==> config.mk <==
export PLATFORM = sky130hd
export DESIGN_NAME = ip_address_text_parser_core
export DESIGN_NICKNAME = d
export VERILOG_FILES = /design/src/rtl/iatp_pkg.sv /design/src/rtl/iatp_front.sv /design/src/rtl/iatp_back.sv /design/src/rtl/ip_address_text_parser_core.sv
export VERILOG_INCLUDE_DIRS = /design/src /design/src/rtl
export SDC_FILE = /design/constraint.sdc
export NUM_CORES = 1
export LEC_CHECK = 0
export BUFFER_PORTS_ARGS = -buffer_cell sky130_fd_sc_hd__buf_2
export CAP_MARGIN = 15
export CELL_PAD_IN_SITES_DETAIL_PLACEMENT = 2
export CELL_PAD_IN_SITES_GLOBAL_PLACEMENT = 2
export CORE_ASPECT_RATIO = 0.6
export CORE_MARGIN = 2
export CORE_UTILIZATION = 35
export CTS_CLUSTER_DIAMETER = 30
export DETAILED_ROUTE_END_ITERATION = 7
export GPL_TIMING_DRIVEN = 0
export PLACE_DENSITY_LB_ADDON = 0.1
export SYNTH_ARGS = -nofsm -noshare
export SYNTH_HDL_FRONTEND = slang
export SYNTH_SLANG_ARGS = --single-unit
==> constraint.sdc <==
create_clock -name i_clk -period 12.4 [get_ports i_clk]
set_input_delay 1.24 -clock i_clk [delete_from_list [all_inputs] [get_ports i_clk]]
set_output_delay 1.24 -clock i_clk [all_outputs]
set_load 0.02 [all_outputs]
==> src/rtl/ip_address_text_parser_core_defines.svh <==
// Assertion macros shared by the address text parser RTL.
// Depends on nothing; included by the modules that carry assertions.
`ifndef IP_ADDRESS_TEXT_PARSER_CORE_DEFINES_SVH
`define IP_ADDRESS_TEXT_PARSER_CORE_DEFINES_SVH

// Condition holds at every edge outside reset.
`define IATP_ASSERT_ALWAYS(label, clk, rst_n, expr, msg) \
    label: assert property (@(posedge clk) disable iff (!rst_n) (expr)) else $error(msg);

// Consequent holds in the same cycle as the antecedent.
`define IATP_ASSERT_IMP(label, clk, rst_n, ante, cons, msg) \
    label: assert property (@(posedge clk) disable iff (!rst_n) (ante) |-> (cons)) else $error(msg);

// Consequent holds in the cycle after the antecedent.
`define IATP_ASSERT_NXT(label, clk, rst_n, ante, cons, msg) \
    label: assert property (@(posedge clk) disable iff (!rst_n) (ante) |=> (cons)) else $error(msg);

`endif

==> src/rtl/iatp_pkg.sv <==
// Shared types and constants of the address text parser.
// No dependencies; imported by the front, back and top level modules.
package iatp_pkg;

    // Classified character, as handed from the front to the back.
    typedef struct packed {
        logic       is_term;
        logic       is_dot;
        logic       is_colon;
        logic       is_dec;
        logic       is_hex;
        logic [3:0] val;
    } t_tok;

    // Head of the token queue as seen by the back part.
    typedef struct packed {
        logic valid;
        t_tok tok;
    } t_tokq;

    typedef struct packed {
        logic        status;
        logic        version;
        logic [63:0] address_high;
        logic [63:0] address_low;
    } t_result;

    localparam logic [3:0] V6_GROUPS    = 4'd8;
    localparam logic [2:0] V6_HEX_MAX   = 3'd4;
    localparam logic [1:0] V4_DIGIT_MAX = 2'd3;
    localparam logic [2:0] V4_OCT_LAST  = 3'd3;
    localparam logic [9:0] V4_OCT_MAX   = 10'd255;

    localparam logic STATUS_OK   = 1'b0;
    localparam logic STATUS_FAIL = 1'b1;
    localparam logic VER_IPV4    = 1'b0;
    localparam logic VER_IPV6    = 1'b1;

endpackage

==> src/rtl/iatp_front.sv <==
// Front part: classifies each accepted character and queues the token.
// Depends on iatp_pkg and the assertion macro header.
`include "ip_address_text_parser_core_defines.svh"

module iatp_front #(
    parameter int unsigned DEPTH = 4
) (
    input  logic          i_clk,
    input  logic          i_rst_n,
    input  logic          i_push,
    input  logic [7:0]    i_character,
    output logic          o_full,
    output iatp_pkg::t_tokq o_tokq,
    input  logic          i_tok_pop
);
    import iatp_pkg::*;

    localparam int unsigned PW = (DEPTH > 1) ? $clog2(DEPTH) : 1;
    localparam int unsigned CW = $clog2(DEPTH + 1);
    localparam logic [PW-1:0] PTR_LAST = PW'(DEPTH - 1);
    localparam logic [CW-1:0] CNT_FULL = CW'(DEPTH);

    localparam logic [7:0] CHAR_NUL   = 8'h00;
    localparam logic [7:0] CHAR_DOT   = 8'h2E;
    localparam logic [7:0] CHAR_COLON = 8'h3A;
    localparam logic [7:0] CHAR_0     = 8'h30;
    localparam logic [7:0] CHAR_9     = 8'h39;
    localparam logic [7:0] CHAR_LA    = 8'h61;
    localparam logic [7:0] CHAR_LF    = 8'h66;
    localparam logic [7:0] CHAR_UA    = 8'h41;
    localparam logic [7:0] CHAR_UF    = 8'h46;
    localparam logic [7:0] HEX_TEN    = 8'd10;

    t_tok            r_mem [DEPTH];
    logic [PW-1:0]   r_wr, r_rd, n_wr, n_rd;
    logic [CW-1:0]   r_cnt, n_cnt;
    t_tok            w_tok;
    logic            w_wr_en, w_rd_en;

    always_comb begin
        w_tok          = '0;
        w_tok.is_term  = (i_character == CHAR_NUL);
        w_tok.is_dot   = (i_character == CHAR_DOT);
        w_tok.is_colon = (i_character == CHAR_COLON);
        if (i_character >= CHAR_0 && i_character <= CHAR_9) begin
            w_tok.is_dec = 1'b1;
            w_tok.is_hex = 1'b1;
            w_tok.val    = 4'(i_character - CHAR_0);
        end else if (i_character >= CHAR_LA && i_character <= CHAR_LF) begin
            w_tok.is_hex = 1'b1;
            w_tok.val    = 4'(i_character - CHAR_LA + HEX_TEN);
        end else if (i_character >= CHAR_UA && i_character <= CHAR_UF) begin
            w_tok.is_hex = 1'b1;
            w_tok.val    = 4'(i_character - CHAR_UA + HEX_TEN);
        end
    end

    assign o_full       = (r_cnt == CNT_FULL);
    assign o_tokq.valid = (r_cnt != '0);
    assign o_tokq.tok   = r_mem[r_rd];
    assign w_wr_en      = i_push && !o_full;
    assign w_rd_en      = i_tok_pop && o_tokq.valid;

    always_comb begin
        n_wr  = r_wr;
        n_rd  = r_rd;
        n_cnt = r_cnt;
        if (w_wr_en) begin
            n_wr = (r_wr == PTR_LAST) ? '0 : r_wr + 1'b1;
        end
        if (w_rd_en) begin
            n_rd = (r_rd == PTR_LAST) ? '0 : r_rd + 1'b1;
        end
        if (w_wr_en && !w_rd_en) begin
            n_cnt = r_cnt + 1'b1;
        end else if (!w_wr_en && w_rd_en) begin
            n_cnt = r_cnt - 1'b1;
        end
    end

    always_ff @(posedge i_clk) begin
        if (!i_rst_n) begin
            r_wr  <= '0;
            r_rd  <= '0;
            r_cnt <= '0;
        end else begin
            r_wr  <= n_wr;
            r_rd  <= n_rd;
            r_cnt <= n_cnt;
        end
    end

    always_ff @(posedge i_clk) begin
        if (w_wr_en) begin
            r_mem[r_wr] <= w_tok;
        end
    end

    `IATP_ASSERT_ALWAYS(a_cnt_bound, i_clk, i_rst_n, r_cnt <= CNT_FULL, "token count overflow")
    `IATP_ASSERT_IMP(a_pop_nonempty, i_clk, i_rst_n, w_rd_en, r_cnt != '0, "pop of empty queue")
    `IATP_ASSERT_NXT(a_push_grows, i_clk, i_rst_n, w_wr_en && !w_rd_en, r_cnt == $past(r_cnt) + 1'b1, "push lost")

endmodule

==> src/rtl/iatp_back.sv <==
// Back part: runs the IPv4 and IPv6 parse on queued tokens and queues results.
// Depends on iatp_pkg and the assertion macro header.
`include "ip_address_text_parser_core_defines.svh"

module iatp_back (
    input  logic            i_clk,
    input  logic            i_rst_n,
    input  iatp_pkg::t_tokq i_tokq,
    output logic            o_tok_pop,
    input  logic            i_pop,
    output logic            o_empty,
    output logic            o_status,
    output logic            o_version,
    output logic [63:0]     o_address_high,
    output logic [63:0]     o_address_low
);
    import iatp_pkg::*;

    // parse state
    logic        r_seen_colon, n_seen_colon;
    logic [1:0]  r_v4_dc, n_v4_dc;
    logic [9:0]  r_v4_val, n_v4_val;
    logic [2:0]  r_v4_cnt, n_v4_cnt;
    logic        r_v4_failed, n_v4_failed;
    logic [7:0]  r_v4_oct [3];
    logic [127:0] r_groups;
    logic [3:0]  r_gi, n_gi;
    logic [2:0]  r_hc, n_hc;
    logic [15:0] r_hv, n_hv;
    logic        r_dfound, n_dfound;
    logic [3:0]  r_dpos, n_dpos;
    logic        r_pend, n_pend;
    logic        r_stopped, n_stopped;
    logic        r_v6_failed, n_v6_failed;

    // result queue
    t_result     r_rq [2];
    logic        r_rq_wr, r_rq_rd;
    logic [1:0]  r_rq_cnt, n_rq_cnt;
    logic        w_rq_full, w_rq_push, w_rq_pop;

    logic        w_take, w_term, w_fl_ok, w_grp_we, w_oct_we, c_skip, c_stop;
    logic [3:0]  w_fl_gi, c_gi;
    logic [2:0]  c_hc;
    logic [15:0] c_hv;
    t_tok        w_tok;

    // terminator path
    logic        w_fin, w_fin_fl, w_exp, w_v4_ok;
    logic [3:0]  w_gi_f, w_shift, w_pos;
    logic [4:0]  w_tail_start;
    logic [127:0] w_flat_f, w_shifted, w_v6_addr;
    t_result     w_res;

    assign w_tok     = i_tokq.tok;
    assign w_rq_full = (r_rq_cnt == 2'd2);
    assign w_take    = i_tokq.valid && (!w_tok.is_term || !w_rq_full);
    assign w_term    = w_take && w_tok.is_term;
    assign o_tok_pop = w_take;
    assign w_fl_ok   = (r_hc != '0) && (r_gi < V6_GROUPS);
    assign w_fl_gi   = r_gi + 1'b1;

    // Per-character update of both parses.
    always_comb begin
        n_seen_colon = r_seen_colon;
        n_v4_dc      = r_v4_dc;
        n_v4_val     = r_v4_val;
        n_v4_cnt     = r_v4_cnt;
        n_v4_failed  = r_v4_failed;
        n_dfound     = r_dfound;
        n_dpos       = r_dpos;
        n_pend       = r_pend;
        n_v6_failed  = r_v6_failed;
        w_grp_we     = 1'b0;
        w_oct_we     = 1'b0;
        c_gi         = r_gi;
        c_hc         = r_hc;
        c_hv         = r_hv;
        c_stop       = r_stopped;
        c_skip       = 1'b0;
        if (w_take && !w_tok.is_term) begin
            if (w_tok.is_colon) begin
                n_seen_colon = 1'b1;
            end
            if (!r_v4_failed) begin
                if (w_tok.is_dot) begin
                    if (r_v4_dc == '0 || r_v4_val > V4_OCT_MAX || r_v4_cnt > V4_OCT_LAST) begin
                        n_v4_failed = 1'b1;
                    end else begin
                        w_oct_we = (r_v4_cnt < V4_OCT_LAST);
                        n_v4_cnt = r_v4_cnt + 1'b1;
                        n_v4_dc  = '0;
                        n_v4_val = '0;
                    end
                end else if (w_tok.is_dec) begin
                    if (r_v4_dc == V4_DIGIT_MAX) begin
                        n_v4_failed = 1'b1;
                    end else begin
                        n_v4_val = 10'({r_v4_val[6:0], 3'b000}) + 10'({r_v4_val[8:0], 1'b0})
                                 + 10'(w_tok.val);
                        n_v4_dc  = r_v4_dc + 1'b1;
                    end
                end else begin
                    n_v4_failed = 1'b1;
                end
            end
            if (!r_stopped && !r_v6_failed) begin
                // resolve a held colon first
                if (r_pend) begin
                    n_pend = 1'b0;
                    if (w_fl_ok) begin
                        w_grp_we = 1'b1;
                        c_gi     = w_fl_gi;
                        c_hc     = '0;
                        c_hv     = '0;
                        c_stop   = (w_fl_gi == V6_GROUPS);
                    end
                    if (w_tok.is_colon && !r_dfound) begin
                        n_dfound = 1'b1;
                        n_dpos   = c_gi;
                        c_skip   = 1'b1;
                    end else if (c_stop) begin
                        c_skip = 1'b1;
                    end
                end
                if (!c_skip) begin
                    if (w_tok.is_colon) begin
                        n_pend = 1'b1;
                    end else if (w_tok.is_hex) begin
                        if (c_hc < V6_HEX_MAX) begin
                            c_hv = {c_hv[11:0], w_tok.val};
                            c_hc = c_hc + 1'b1;
                        end
                    end else begin
                        n_v6_failed = 1'b1;
                    end
                end
            end
        end
        n_gi      = c_gi;
        n_hc      = c_hc;
        n_hv      = c_hv;
        n_stopped = c_stop;
    end

    // Terminator: final flush, gap expansion and result assembly.
    always_comb begin
        w_fin    = !r_stopped && !r_v6_failed;
        w_fin_fl = w_fin && w_fl_ok;
        w_gi_f   = w_fin_fl ? w_fl_gi : r_gi;
        w_flat_f = r_groups;
        for (int k = 0; k < 8; k++) begin
            if (w_fin_fl && r_gi[2:0] == 3'(k)) begin
                w_flat_f[127 - 16*k -: 16] = r_hv;
            end
        end
        w_exp        = w_fin && r_dfound && (w_gi_f < V6_GROUPS);
        w_shift      = V6_GROUPS - w_gi_f;
        w_pos        = (r_dpos > w_gi_f) ? w_gi_f : r_dpos;
        w_tail_start = 5'(w_pos) + 5'(w_shift);
        w_shifted    = w_flat_f >> {w_shift, 4'b0000};
        w_v6_addr    = '0;
        for (int k = 0; k < 8; k++) begin
            if (w_exp) begin
                if (4'(k) < w_pos) begin
                    w_v6_addr[127 - 16*k -: 16] = w_flat_f[127 - 16*k -: 16];
                end else if (5'(k) >= w_tail_start) begin
                    w_v6_addr[127 - 16*k -: 16] = w_shifted[127 - 16*k -: 16];
                end
            end else if (4'(k) < w_gi_f) begin
                w_v6_addr[127 - 16*k -: 16] = w_flat_f[127 - 16*k -: 16];
            end
        end

        w_v4_ok = !r_v4_failed && (r_v4_dc != '0) && (r_v4_val <= V4_OCT_MAX)
                && (r_v4_cnt == V4_OCT_LAST);

        w_res = '0;
        if (r_seen_colon) begin
            w_res.version = VER_IPV6;
            w_res.status  = r_v6_failed ? STATUS_FAIL : STATUS_OK;
            if (!r_v6_failed) begin
                w_res.address_high = w_v6_addr[127:64];
                w_res.address_low  = w_v6_addr[63:0];
            end
        end else begin
            w_res.version = VER_IPV4;
            w_res.status  = w_v4_ok ? STATUS_OK : STATUS_FAIL;
            if (w_v4_ok) begin
                w_res.address_low = {32'd0, r_v4_val[7:0], r_v4_oct[2], r_v4_oct[1], r_v4_oct[0]};
            end
        end
    end

    assign w_rq_push = w_term;
    assign w_rq_pop  = i_pop && !o_empty;
    assign o_empty   = (r_rq_cnt == '0);

    always_comb begin
        n_rq_cnt = r_rq_cnt;
        if (w_rq_push && !w_rq_pop) begin
            n_rq_cnt = r_rq_cnt + 1'b1;
        end else if (!w_rq_push && w_rq_pop) begin
            n_rq_cnt = r_rq_cnt - 1'b1;
        end
    end

    always_ff @(posedge i_clk) begin
        if (!i_rst_n || w_term) begin
            r_seen_colon <= 1'b0;
            r_v4_dc      <= '0;
            r_v4_val     <= '0;
            r_v4_cnt     <= '0;
            r_v4_failed  <= 1'b0;
            r_gi         <= '0;
            r_hc         <= '0;
            r_hv         <= '0;
            r_dfound     <= 1'b0;
            r_dpos       <= '0;
            r_pend       <= 1'b0;
            r_stopped    <= 1'b0;
            r_v6_failed  <= 1'b0;
        end else begin
            r_seen_colon <= n_seen_colon;
            r_v4_dc      <= n_v4_dc;
            r_v4_val     <= n_v4_val;
            r_v4_cnt     <= n_v4_cnt;
            r_v4_failed  <= n_v4_failed;
            r_gi         <= n_gi;
            r_hc         <= n_hc;
            r_hv         <= n_hv;
            r_dfound     <= n_dfound;
            r_dpos       <= n_dpos;
            r_pend       <= n_pend;
            r_stopped    <= n_stopped;
            r_v6_failed  <= n_v6_failed;
        end
        if (!i_rst_n) begin
            r_rq_wr  <= 1'b0;
            r_rq_rd  <= 1'b0;
            r_rq_cnt <= '0;
        end else begin
            r_rq_cnt <= n_rq_cnt;
            if (w_rq_push) begin
                r_rq_wr <= !r_rq_wr;
            end
            if (w_rq_pop) begin
                r_rq_rd <= !r_rq_rd;
            end
        end
    end

    // payload storage, never read before written
    always_ff @(posedge i_clk) begin
        for (int k = 0; k < 8; k++) begin
            if (w_grp_we && r_gi[2:0] == 3'(k)) begin
                r_groups[127 - 16*k -: 16] <= r_hv;
            end
        end
        if (w_oct_we) begin
            r_v4_oct[r_v4_cnt[1:0]] <= r_v4_val[7:0];
        end
        if (w_rq_push) begin
            r_rq[r_rq_wr] <= w_res;
        end
    end

    assign o_status       = r_rq[r_rq_rd].status;
    assign o_version      = r_rq[r_rq_rd].version;
    assign o_address_high = r_rq[r_rq_rd].address_high;
    assign o_address_low  = r_rq[r_rq_rd].address_low;

    `IATP_ASSERT_ALWAYS(a_rq_bound, i_clk, i_rst_n, r_rq_cnt <= 2'd2, "result queue overflow")
    `IATP_ASSERT_ALWAYS(a_gi_bound, i_clk, i_rst_n, r_gi <= V6_GROUPS, "group index past end")
    `IATP_ASSERT_IMP(a_stop_full, i_clk, i_rst_n, r_stopped, r_gi == V6_GROUPS, "stopped before eight groups")
    `IATP_ASSERT_NXT(a_term_result, i_clk, i_rst_n, o_tok_pop && i_tokq.tok.is_term, !o_empty, "terminator gave no result")

endmodule

==> src/rtl/ip_address_text_parser_core.sv <==
// IPv4 / IPv6 address text parser, top level.
// Instantiates iatp_front and iatp_back; depends on iatp_pkg.
//
// The block takes one text character per push and returns one result per string, when the
// 0 terminator arrives. Dotted-decimal IPv4 and hex IPv6 are parsed side by side; a colon
// anywhere in the string selects the IPv6 outcome. Throughput is one character per clock,
// sustained, with pop held high: the front classifies the character and writes it into a
// TOKQ_DEPTH-entry token queue, and the back applies one token per cycle to the parse state.
// From the push of the terminator, the result is registered first in the token queue and
// then in the back's two-entry result queue before it reaches the output ports. The back
// applies the final group flush and the double colon gap expansion combinationally, in the
// same cycle as it takes the terminator. If results are not popped, the result queue fills
// after two strings, the back holds at the next terminator, and full rises once the token
// queue has filled behind it.
module ip_address_text_parser_core #(
    parameter int unsigned TOKQ_DEPTH = 4
) (
    input  logic        i_clk,
    input  logic        i_rst_n,
    input  logic        push,
    output logic        full,
    input  logic [7:0]  i_character,
    output logic        empty,
    input  logic        pop,
    output logic        o_status,
    output logic        o_version,
    output logic [63:0] o_address_high,
    output logic [63:0] o_address_low
);
    import iatp_pkg::*;

    t_tokq w_tokq;
    logic  w_tok_pop;

    // Classify characters and buffer them as tokens.
    iatp_front #(
        .DEPTH (TOKQ_DEPTH)
    ) u_front (
        .i_clk       (i_clk),
        .i_rst_n     (i_rst_n),
        .i_push      (push),
        .i_character (i_character),
        .o_full      (full),
        .o_tokq      (w_tokq),
        .i_tok_pop   (w_tok_pop)
    );

    // Advance the parse one token a cycle; hold a terminator while results back up.
    iatp_back u_back (
        .i_clk          (i_clk),
        .i_rst_n        (i_rst_n),
        .i_tokq         (w_tokq),
        .o_tok_pop      (w_tok_pop),
        .i_pop          (pop),
        .o_empty        (empty),
        .o_status       (o_status),
        .o_version      (o_version),
        .o_address_high (o_address_high),
        .o_address_low  (o_address_low)
    );

endmodule
==> metrics.csv, run 1 <==
stage,metric,value,unit
synth,yosys warns,0,
cells_and_area,Area Growth Syn to Fin,22.1,%
die,IO Pins,144,
cells_and_area,Final nets,2587,
clocking,CTS tree,done,
cells_and_area,layout cells sized above 1,22.3,%
worst_setup_path,critical path class,register to register,
worst_setup_path,worst r2r src,u_back.r_hc[2],
synth,Post-synth top flop,edfxtp_1,
clocking,postcts setup bufs,0,
synth,Adder-Cell Fraction of Synth Area,2.48,%
global_route,largest net degree at the start of global routing,32,
synth,ys async rst share,0,%
worst_setup_path,Critical Path AT,10.22,ns
drt,via/cell ratio,6.07,
drt,DR iter-0 viols,2767,
synth,XOR/XNOR share of the synthesized area,0.769,%
placed_design,GPL Wtd Cong,0.982,
placed_design,placed instance area,29500,um^2
clocking,CTS HTree Levels,3,
synth,Mapped Cells,2256,
synth,sequential fraction of the synthesis area,54.1,%
drt,number of remaining DRC errors,0,
worst_hold_path,WHS Endpoint,u_back.r_v4_val[9],
clocking,Root Buffer,clkbuf_16,
cells_and_area,footprint of the multi-input gates,11600,um^2
cells_and_area,Reg area,14700,um^2
die,Die Ht,220,um
sta,Setup Skew,0.0413,ns
global_route,first-pass GRT wire length,176000,um
worst_hold_path,hold_sp,u_back.r_v4_val[9],
worst_setup_path,R2R depth,24,
global_route,total gr overflow,0,
worst_setup_path,Reg-to-Reg End,u_back.r_rq[1][91],
die,CORE AREA,77200,um^2
synth,Syn Nets,2320,
drt,via count,22200,
cells_and_area,post-route cell area,33200,um^2
sta,Tcrit/Tclk final,79.8,%
worst_setup_path,CP most frequent cell,clkbuf_1,
status,status,"complete, no violations",
sta,Worst Tran Pin Value,1.24,ns
synth,Mapped Avg Cell Area,12.0,um^2
placed_design,number of port buffers,142,
cells_and_area,"commonest non-fill, non-tap cell in the layout",edfxtp_1,
synth,number of flops mapped to enable cells by yosys,448,
worst_setup_path,worst-path maximum fanout,10,
clocking,CTS resizes,0,
worst_hold_path,Worst Hold Path Cells,2,
placed_design,Detail Placement HPWL,96700,um
worst_setup_path,CP max stage delay,0.88,ns
clocking,Worst-path clk slew,0.05,ns
cells_and_area,most frequent cells in the layout,"448 x edfxtp_1, 226 x mux2i_1, 168 x buf_2",
sta,Slew Limit Headroom,17.2,%
worst_setup_path,Startpoint Class,register,
worst_setup_path,Critical-path top delay cell,a31oi_1,
drt,Post-Route WL,126000,um
worst_setup_path,Worst R2R Setup Slack,2.51,ns
die,die span in x,364,um
clocking,latest clock arrival within the worst-skew pair,0.71,ns
synth,multiplexer area fraction after synthesis,18.1,%
synth,post-synth design cell area,27200,um^2
sta,min cycle time layout,9.89,ns
die,Row Count,79,
drt,remaining antenna violation count after routing,0,
die,die area,79900,um^2
synth,Yosys reg bits,510,
clocking,TritonCTS Buffers,102,
drt,WL per Instance,34.3,um
sta,"Hold Vio Cnt, Final",0,
die,Starting Density,35.2,%
power,pwr dens,226,nW/um^2
run,max_cap viols,0,
synth,largest family of logic cells by synthesized area,multiplexers,
sta,final setup fails,0,
synth,Compound-Gate Fraction of Synth Area,12.4,%
clocking,TritonCTS Sinks,510,
synth,Post-Synth Simple-Gate Area,8.92,%
global_route,initial antenna violation count,11,
sta,sum of negative setup slack,0,ns
worst_setup_path,"Critical Path, Cell by Cell","nor3_1, buf_2, nor2_1, buf_2, a21o_1, inv_1, clkbuf_1, clkbuf_1, ha_1, clkbuf_1, a41oi_1, a41oi_2, nor2_4, a21oi_1, clkbuf_1, clkbuf_1, inv_1, ha_1, nor3_1, mux2_4, buf_2, buf_2, nand3_1, a31oi_1",
sta,fmax,101,MHz
clocking,Max Buffers Root-to-Sink,3,
cells_and_area,fillers,7791,
synth,Yosys cell types,80,
worst_setup_path,CP endpoint kind,register,
global_route,number of global-route vias before repair,22800,
worst_hold_path,Hold Crit Class,register to register,
sta,Max Slew Vio Count,0,
power,Worst VDD drop,0.000131,V
worst_setup_path,Worst EP required,12.73,ns
sta,RSZ-0062 raised after global routing,false,
drt,TritonRoute pass-1 iters,6,
power,P_leak,0.0130,uW
global_route,total track usage,31.3,%
clocking,Post-CTS Hold Buffers,0,
metrics by stage:
step	hold WS [ns]	cells	worst slack [ns]	power (uW)	utilization, %
finish	0.465	3667	2.51	7490	43.0
global route	0.526	3665	2.15	7760	42.9
CTS	0.462	3661	2.69	7510	42.9
detailed placement	0.443	3468	2.71	4570	38.2
global placement	0.445	3451	0.0671	4540	37.8
floorplan	0.418	2256	4.52	3710	-
metal layers:
layer | vias up | routed length (um) | GRT usage [%]
li1 | 9260 | - | -
met2 | 1065 | 50000 | 42.6
met3 | 156 | 12400 | 8.32
met5 | - | 43 | 0
met1 | 11800 | 61000 | 48.8
met4 | 6 | 2360 | 6.96
critical path: cells and delay by family (launching register included):
family | cells | cell delay, ns
buffers and inverters | 11 | 4.53
DFF | 1 | 0.33
adders and majority gates | 2 | 0.60
muxes | 1 | 0.30
and+or+nand+nor | 5 | 1.39
AOI/OAI and AO/OA | 5 | 2.33
power breakdown:
group / switching, uW / internal [uW]
registers: 105 / 2200
clock network: 1000 / 1910
logic: 1530 / 740
total: 2630 / 4860
logic make-up after synthesis:
group	after synthesis
flops	510
fa+ha+maj	52
mux	424
compound gates	517
simple gates	511
xor+xnor	23
buf+inv	219
area by class of cell:
cell class	instances	area share [%]
diodes	2	0.0151
repair buffers	163	3.20
flip-flops and latches	510	44.3
clock inverters	65	2.69
well taps	1053	3.97
plain buffers	177	2.16
multi-input cells	1527	35.0
inverters	42	0.475
clock buffers	128	8.17
worst max path at each step:
stage                               from                  end  slack (ns)  depth (start not counted)
after floorplan                 register    u_back.r_rq[0][0]        4.52                          5
after global placement          register  u_back.r_rq[0][118]        0.07                          5
after detailed placement  u_back.r_hc[2]   u_back.r_rq[1][91]        2.71                         21
after CTS                 u_back.r_hc[2]   u_back.r_rq[0][91]        2.69                         21
after global routing      u_back.r_hc[2]   u_back.r_rq[1][87]        2.15                         24
final                     u_back.r_hc[2]   u_back.r_rq[1][91]        2.51                         24
flip-flops by register name, summed over array words and instances (netlist names), 2 cells and up, named ones only:
register	flops
u_back.r_gi	4
u_back.r_rq	260
u_back.r_groups	128
u_back.r_rq_cnt	2
u_front.r_rd	2
u_back.r_v4_cnt	3
u_back.r_hc	3
u_back.r_v4_val	10
u_back.r_dpos	4
u_back.r_hv	16
u_back.r_v4_dc	2
u_front.r_wr	2
u_front.r_mem	36
u_front.r_cnt	3
u_back.r_v4_oct	24
Yosys cell counts, drive strengths merged, types with 19 or more instances:
master | number | area share, %
o21ai | 155 | 2.9
a21oi | 107 | 2.0
o22ai | 30 | 0.69
nor3 | 31 | 0.61
nand2 | 150 | 2.1
edfxtp | 448 | 50
a31oi | 32 | 0.78
or3 | 24 | 0.57
mux2i | 227 | 8.4
a22oi | 44 | 1.2
inv | 41 | 0.57
nor2 | 166 | 2.3
nand3 | 35 | 0.65
a211oi | 30 | 0.83
mux4 | 37 | 3.1
dfxtp | 62 | 4.6
o2bb2ai | 19 | 0.61
clkbuf | 129 | 1.8
and2 | 20 | 0.46
nand2b | 19 | 0.44
buf | 48 | 0.85
ha | 49 | 2.3
mux2 | 160 | 6.6
Power figures use the tool's default switching activity.
==> inputs of run 2 (changes only) <==
--- a/config.mk
+++ b/config.mk
@@ -6,6 +6,7 @@
 export SDC_FILE = /design/constraint.sdc
 export NUM_CORES = 1
 export LEC_CHECK = 0
+export ABC_AREA = 1
 export BUFFER_PORTS_ARGS = -buffer_cell sky130_fd_sc_hd__buf_2
 export CAP_MARGIN = 15
 export CELL_PAD_IN_SITES_DETAIL_PLACEMENT = 2
==> constraint.sdc (replaced) <==
create_clock -name i_clk -period 8.59 [get_ports i_clk]
set_input_delay 0.859 -clock i_clk [delete_from_list [all_inputs] [get_ports i_clk]]
set_output_delay 0.859 -clock i_clk [all_outputs]
set_load 0.02 [all_outputs]
==> run 2 against run 1 <==
Critical path depth is 4 lower. Non-clock buffer count increased by 40. First-iteration DRC count rose by 39%. Die area up 5.1%.
==> metrics.csv, run 2 <==
stage,metric,value,unit,change
clocking,Post-CTS Hold Buffers,0,,unchanged
worst_setup_path,Startpoint Class,register,,
synth,sequential fraction of the synthesis area,51.5,%,-2.7 points
synth,post-synth design cell area,28600,um^2,+5.2%
cells_and_area,Largest regs,"u_back.r_rq x260, u_back.r_groups x128, u_front.r_mem x36",,
sta,final setup fails,0,,unchanged
clocking,TritonCTS Sinks,510,,unchanged
synth,Yosys reg bits,510,,unchanged
placed_design,Detail Placement HPWL,123000,um,+27%
cells_and_area,Final nets,3619,,+40%
synth,Yosys cell types,53,,-34%
drt,TritonRoute pass-1 iters,5,,-1
sta,final hold slack,0.482,ns,+0.0177 ns
sta,Max Slew Vio Count,0,,unchanged
cells_and_area,max reg flops,260,,unchanged
synth,ys async rst share,0,%,unchanged
worst_setup_path,CP most frequent cell,nand2_1,,
clocking,Root Buffer,clkbuf_16,,
status,status,"complete, no violations",,
run,max_cap viols,0,,unchanged
global_route,total track usage,36.8,%,+5.4 points
drt,remaining antenna violation count after routing,0,,unchanged
clocking,CTS tree,done,,
clocking,CTS HTree Levels,3,,unchanged
sta,fmax,141,MHz,+39%
clocking,postcts setup bufs,0,,unchanged
synth,post-synth top area share,47.1,%,-2.4 points
die,die area,84000,um^2,+5.1%
cells_and_area,layout cells sized above 1,15.0,%,-7.2 points
die,die span in x,373,um,+2.5%
die,Row Count,81,,+2.5%
worst_setup_path,Critical-path top delay cell,nor2_1,,
synth,Syn Nets,3359,,+45%
worst_setup_path,largest delay contributor family on the critical path,buffers and inverters,,
worst_setup_path,Critical Path AT,7.50,ns,-2.72 ns
drt,number of remaining DRC errors,0,,unchanged
sta,Setup Skew,0.0427,ns,+0.00135 ns
sta,Tcrit/Tclk final,82.7,%,+2.9 points
synth,yosys warns,0,,unchanged
worst_setup_path,Worst EP required,8.99,ns,-3.74 ns
drt,Post-Route WL,156000,um,+24%
die,Die Ht,225,um,+2.5%
drt,via count,28000,,+26%
synth,most common cell in the synthesized netlist,nand2_1,,
cells_and_area,Largest Register,u_back.r_rq,,
placed_design,GPL Wtd Cong,1.06,,+7.8%
synth,Mapped Cells,3295,,+46%
clocking,CTS resizes,0,,unchanged
synth,Mapped Avg Cell Area,8.67,um^2,-28%
clocking,Worst-path clk slew,0.06,ns,about the same
clocking,latest clock arrival within the worst-skew pair,0.70,ns,about the same
die,IO Pins,144,,unchanged
sta,min cycle time layout,7.10,ns,-2.79 ns
worst_setup_path,CP max stage delay,0.98,ns,+0.10 ns
placed_design,number of port buffers,143,,+0.70%
worst_setup_path,WP buf/inv,8,,-3
worst_setup_path,critical path class,register to register,,
worst_hold_path,Hold Crit Class,register to register,,
cells_and_area,"commonest non-fill, non-tap cell in the layout",nand2_1,,
drt,WL per Instance,33.1,um,-3.3%
global_route,number of global-route vias before repair,28400,,+25%
die,Starting Density,35.2,%,+0.042 points
worst_setup_path,worst-path maximum fanout,11,,+1
worst_setup_path,"Critical Path, Cell by Cell","nor2_2, nand2_2, nand2_1, inv_1, nand2_1, o21a_1, buf_2, buf_2, buf_1, ha_1, clkbuf_1, inv_1, nand3_1, nand2_1, inv_2, ha_1, nor2_1, clkbuf_1, nand3_1, a21oi_1",,
sta,"Hold Vio Cnt, Final",0,,unchanged
sta,Worst Tran Pin Value,1.36,ns,+0.115 ns
sta,Slew Limit Headroom,8.64,%,-8.6 points
global_route,largest net degree at the start of global routing,33,,+3.1%
die,CORE AREA,81100,um^2,+5.0%
global_route,total gr overflow,0,,unchanged
cells_and_area,Area Growth Syn to Fin,19.2,%,
clocking,TritonCTS Buffers,92,,-9.8%
synth,Yosys top cell by area,edfxtp_1,,
global_route,first-pass GRT wire length,218000,um,+24%
global_route,initial antenna violation count,36,,+25
worst_setup_path,CP endpoint kind,register,,
cells_and_area,most frequent cells in the layout,"844 x nand2_1, 448 x edfxtp_1, 441 x o21ai_0",,
synth,number of flops mapped to enable cells by yosys,448,,unchanged
drt,via/cell ratio,5.94,,-2.1%
synth,Synth top cells by count,"844 x nand2_1, 448 x edfxtp_1, 441 x o21ai_0",,
synth,Synth area leaders,"edfxtp_1 47%, nand2_1 11%, o21ai_0 7.7%, a21oi_1 5.6%, mux2_2 5.1%",,
drt,DR iter-0 viols,3839,,+39%
synth,Post-synth top flop,edfxtp_1,,
clocking,Max Buffers Root-to-Sink,3,,unchanged
sta,RSZ-0062 raised after global routing,false,,
## run 2: cell types whose count changed in the layout (fill, tap and decap cells not counted), sizes merged, moves of 24 or more
| cell | delta |
|---|---|
| nand2 | +714 |
| o21ai | +291 |
| mux2i | -227 |
| a21oi | +214 |
| inv | +195 |
| nand3 | +149 |
| nor2 | +41 |
| a22oi | -39 |
| mux4 | -37 |
| mux2 | -30 |
| a31oi | -28 |
| a211oi | -26 |
| or3 | -24 |
## run 2: worst min-delay path: cells and delay by family, from the launching register on
kind	cells	cell delay (ns)
and+or+nand+nor	1	0.06
AOI/OAI and AO/OA	1	0.06
DFF	1	0.31
## run 2: kinds of logic after synthesis
kind of cell | count (synthesis) | share of synthesized area [%]
and+or+nand+nor | 1318 | 19.3
AOI/OAI and AO/OA | 830 | 15.2
DFF | 510 | 51.5
buffers and inverters | 446 | 6.21
muxes | 130 | 5.13
adders and majority gates | 52 | 2.36
xor gates and xnor gates | 9 | 0.342
## run 2: stage by stage
step | TNS, ns | utilization [%] | instance area (um^2) | std cells | setup slack, ns
2_1_floorplan | 0 | - | 28600 | 3295 | 0.961
3_3_place_gp | -767.03 | 37.8 | 30600 | 4517 | -3.01
3_5_place_dp | 0 | 38.1 | 30900 | 4534 | 1.97
4_1_cts | 0 | 41.9 | 34000 | 4704 | 1.86
5_1_grt | 0 | 42.0 | 34000 | 4710 | 1.36
6_report | 0 | 42.0 | 34000 | 4718 | 1.49
## run 2: worst paths after layout
check             slack, ns      startpoint  cells past startpoint                   to
hold / removal         0.48  u_back.r_hc[1]                      2       u_back.r_hc[1]
setup / recovery       1.49  u_back.r_hc[2]                     20  u_back.r_rq[1][127]
hold reg to reg        0.48  u_back.r_hc[1]                      2       u_back.r_hc[1]
setup reg to reg       1.49  u_back.r_hc[2]                     20  u_back.r_rq[1][127]
## run 2: final cells by class
class / count / area (um^2)
diodes: 8 / 20.0
flip-flops and latches: 510 / 14700
clock buffers: 106 / 2380
inverters: 232 / 876
repair buffers: 166 / 1020
fillers: 8932 / 47000
multi-input cells: 2339 / 12100
plain buffers: 214 / 900
well taps: 1079 / 1350
clock inverters: 64 / 689
## run 2: per-layer routing
layer	part of all wire (%)	wire length [um]	track usage [%]	up-vias
li1	-	-	-	11900
met4	2.2	3460	9.22	6
met1	46	72500	55.1	14400
met3	12	18700	12.2	191
met2	39	61700	50.1	1461
met5	0.024	37	0.572	-
Power of run 2 is not shown: default switching activity piles up to over one toggle a cycle in this logic, so the estimate is an artifact.
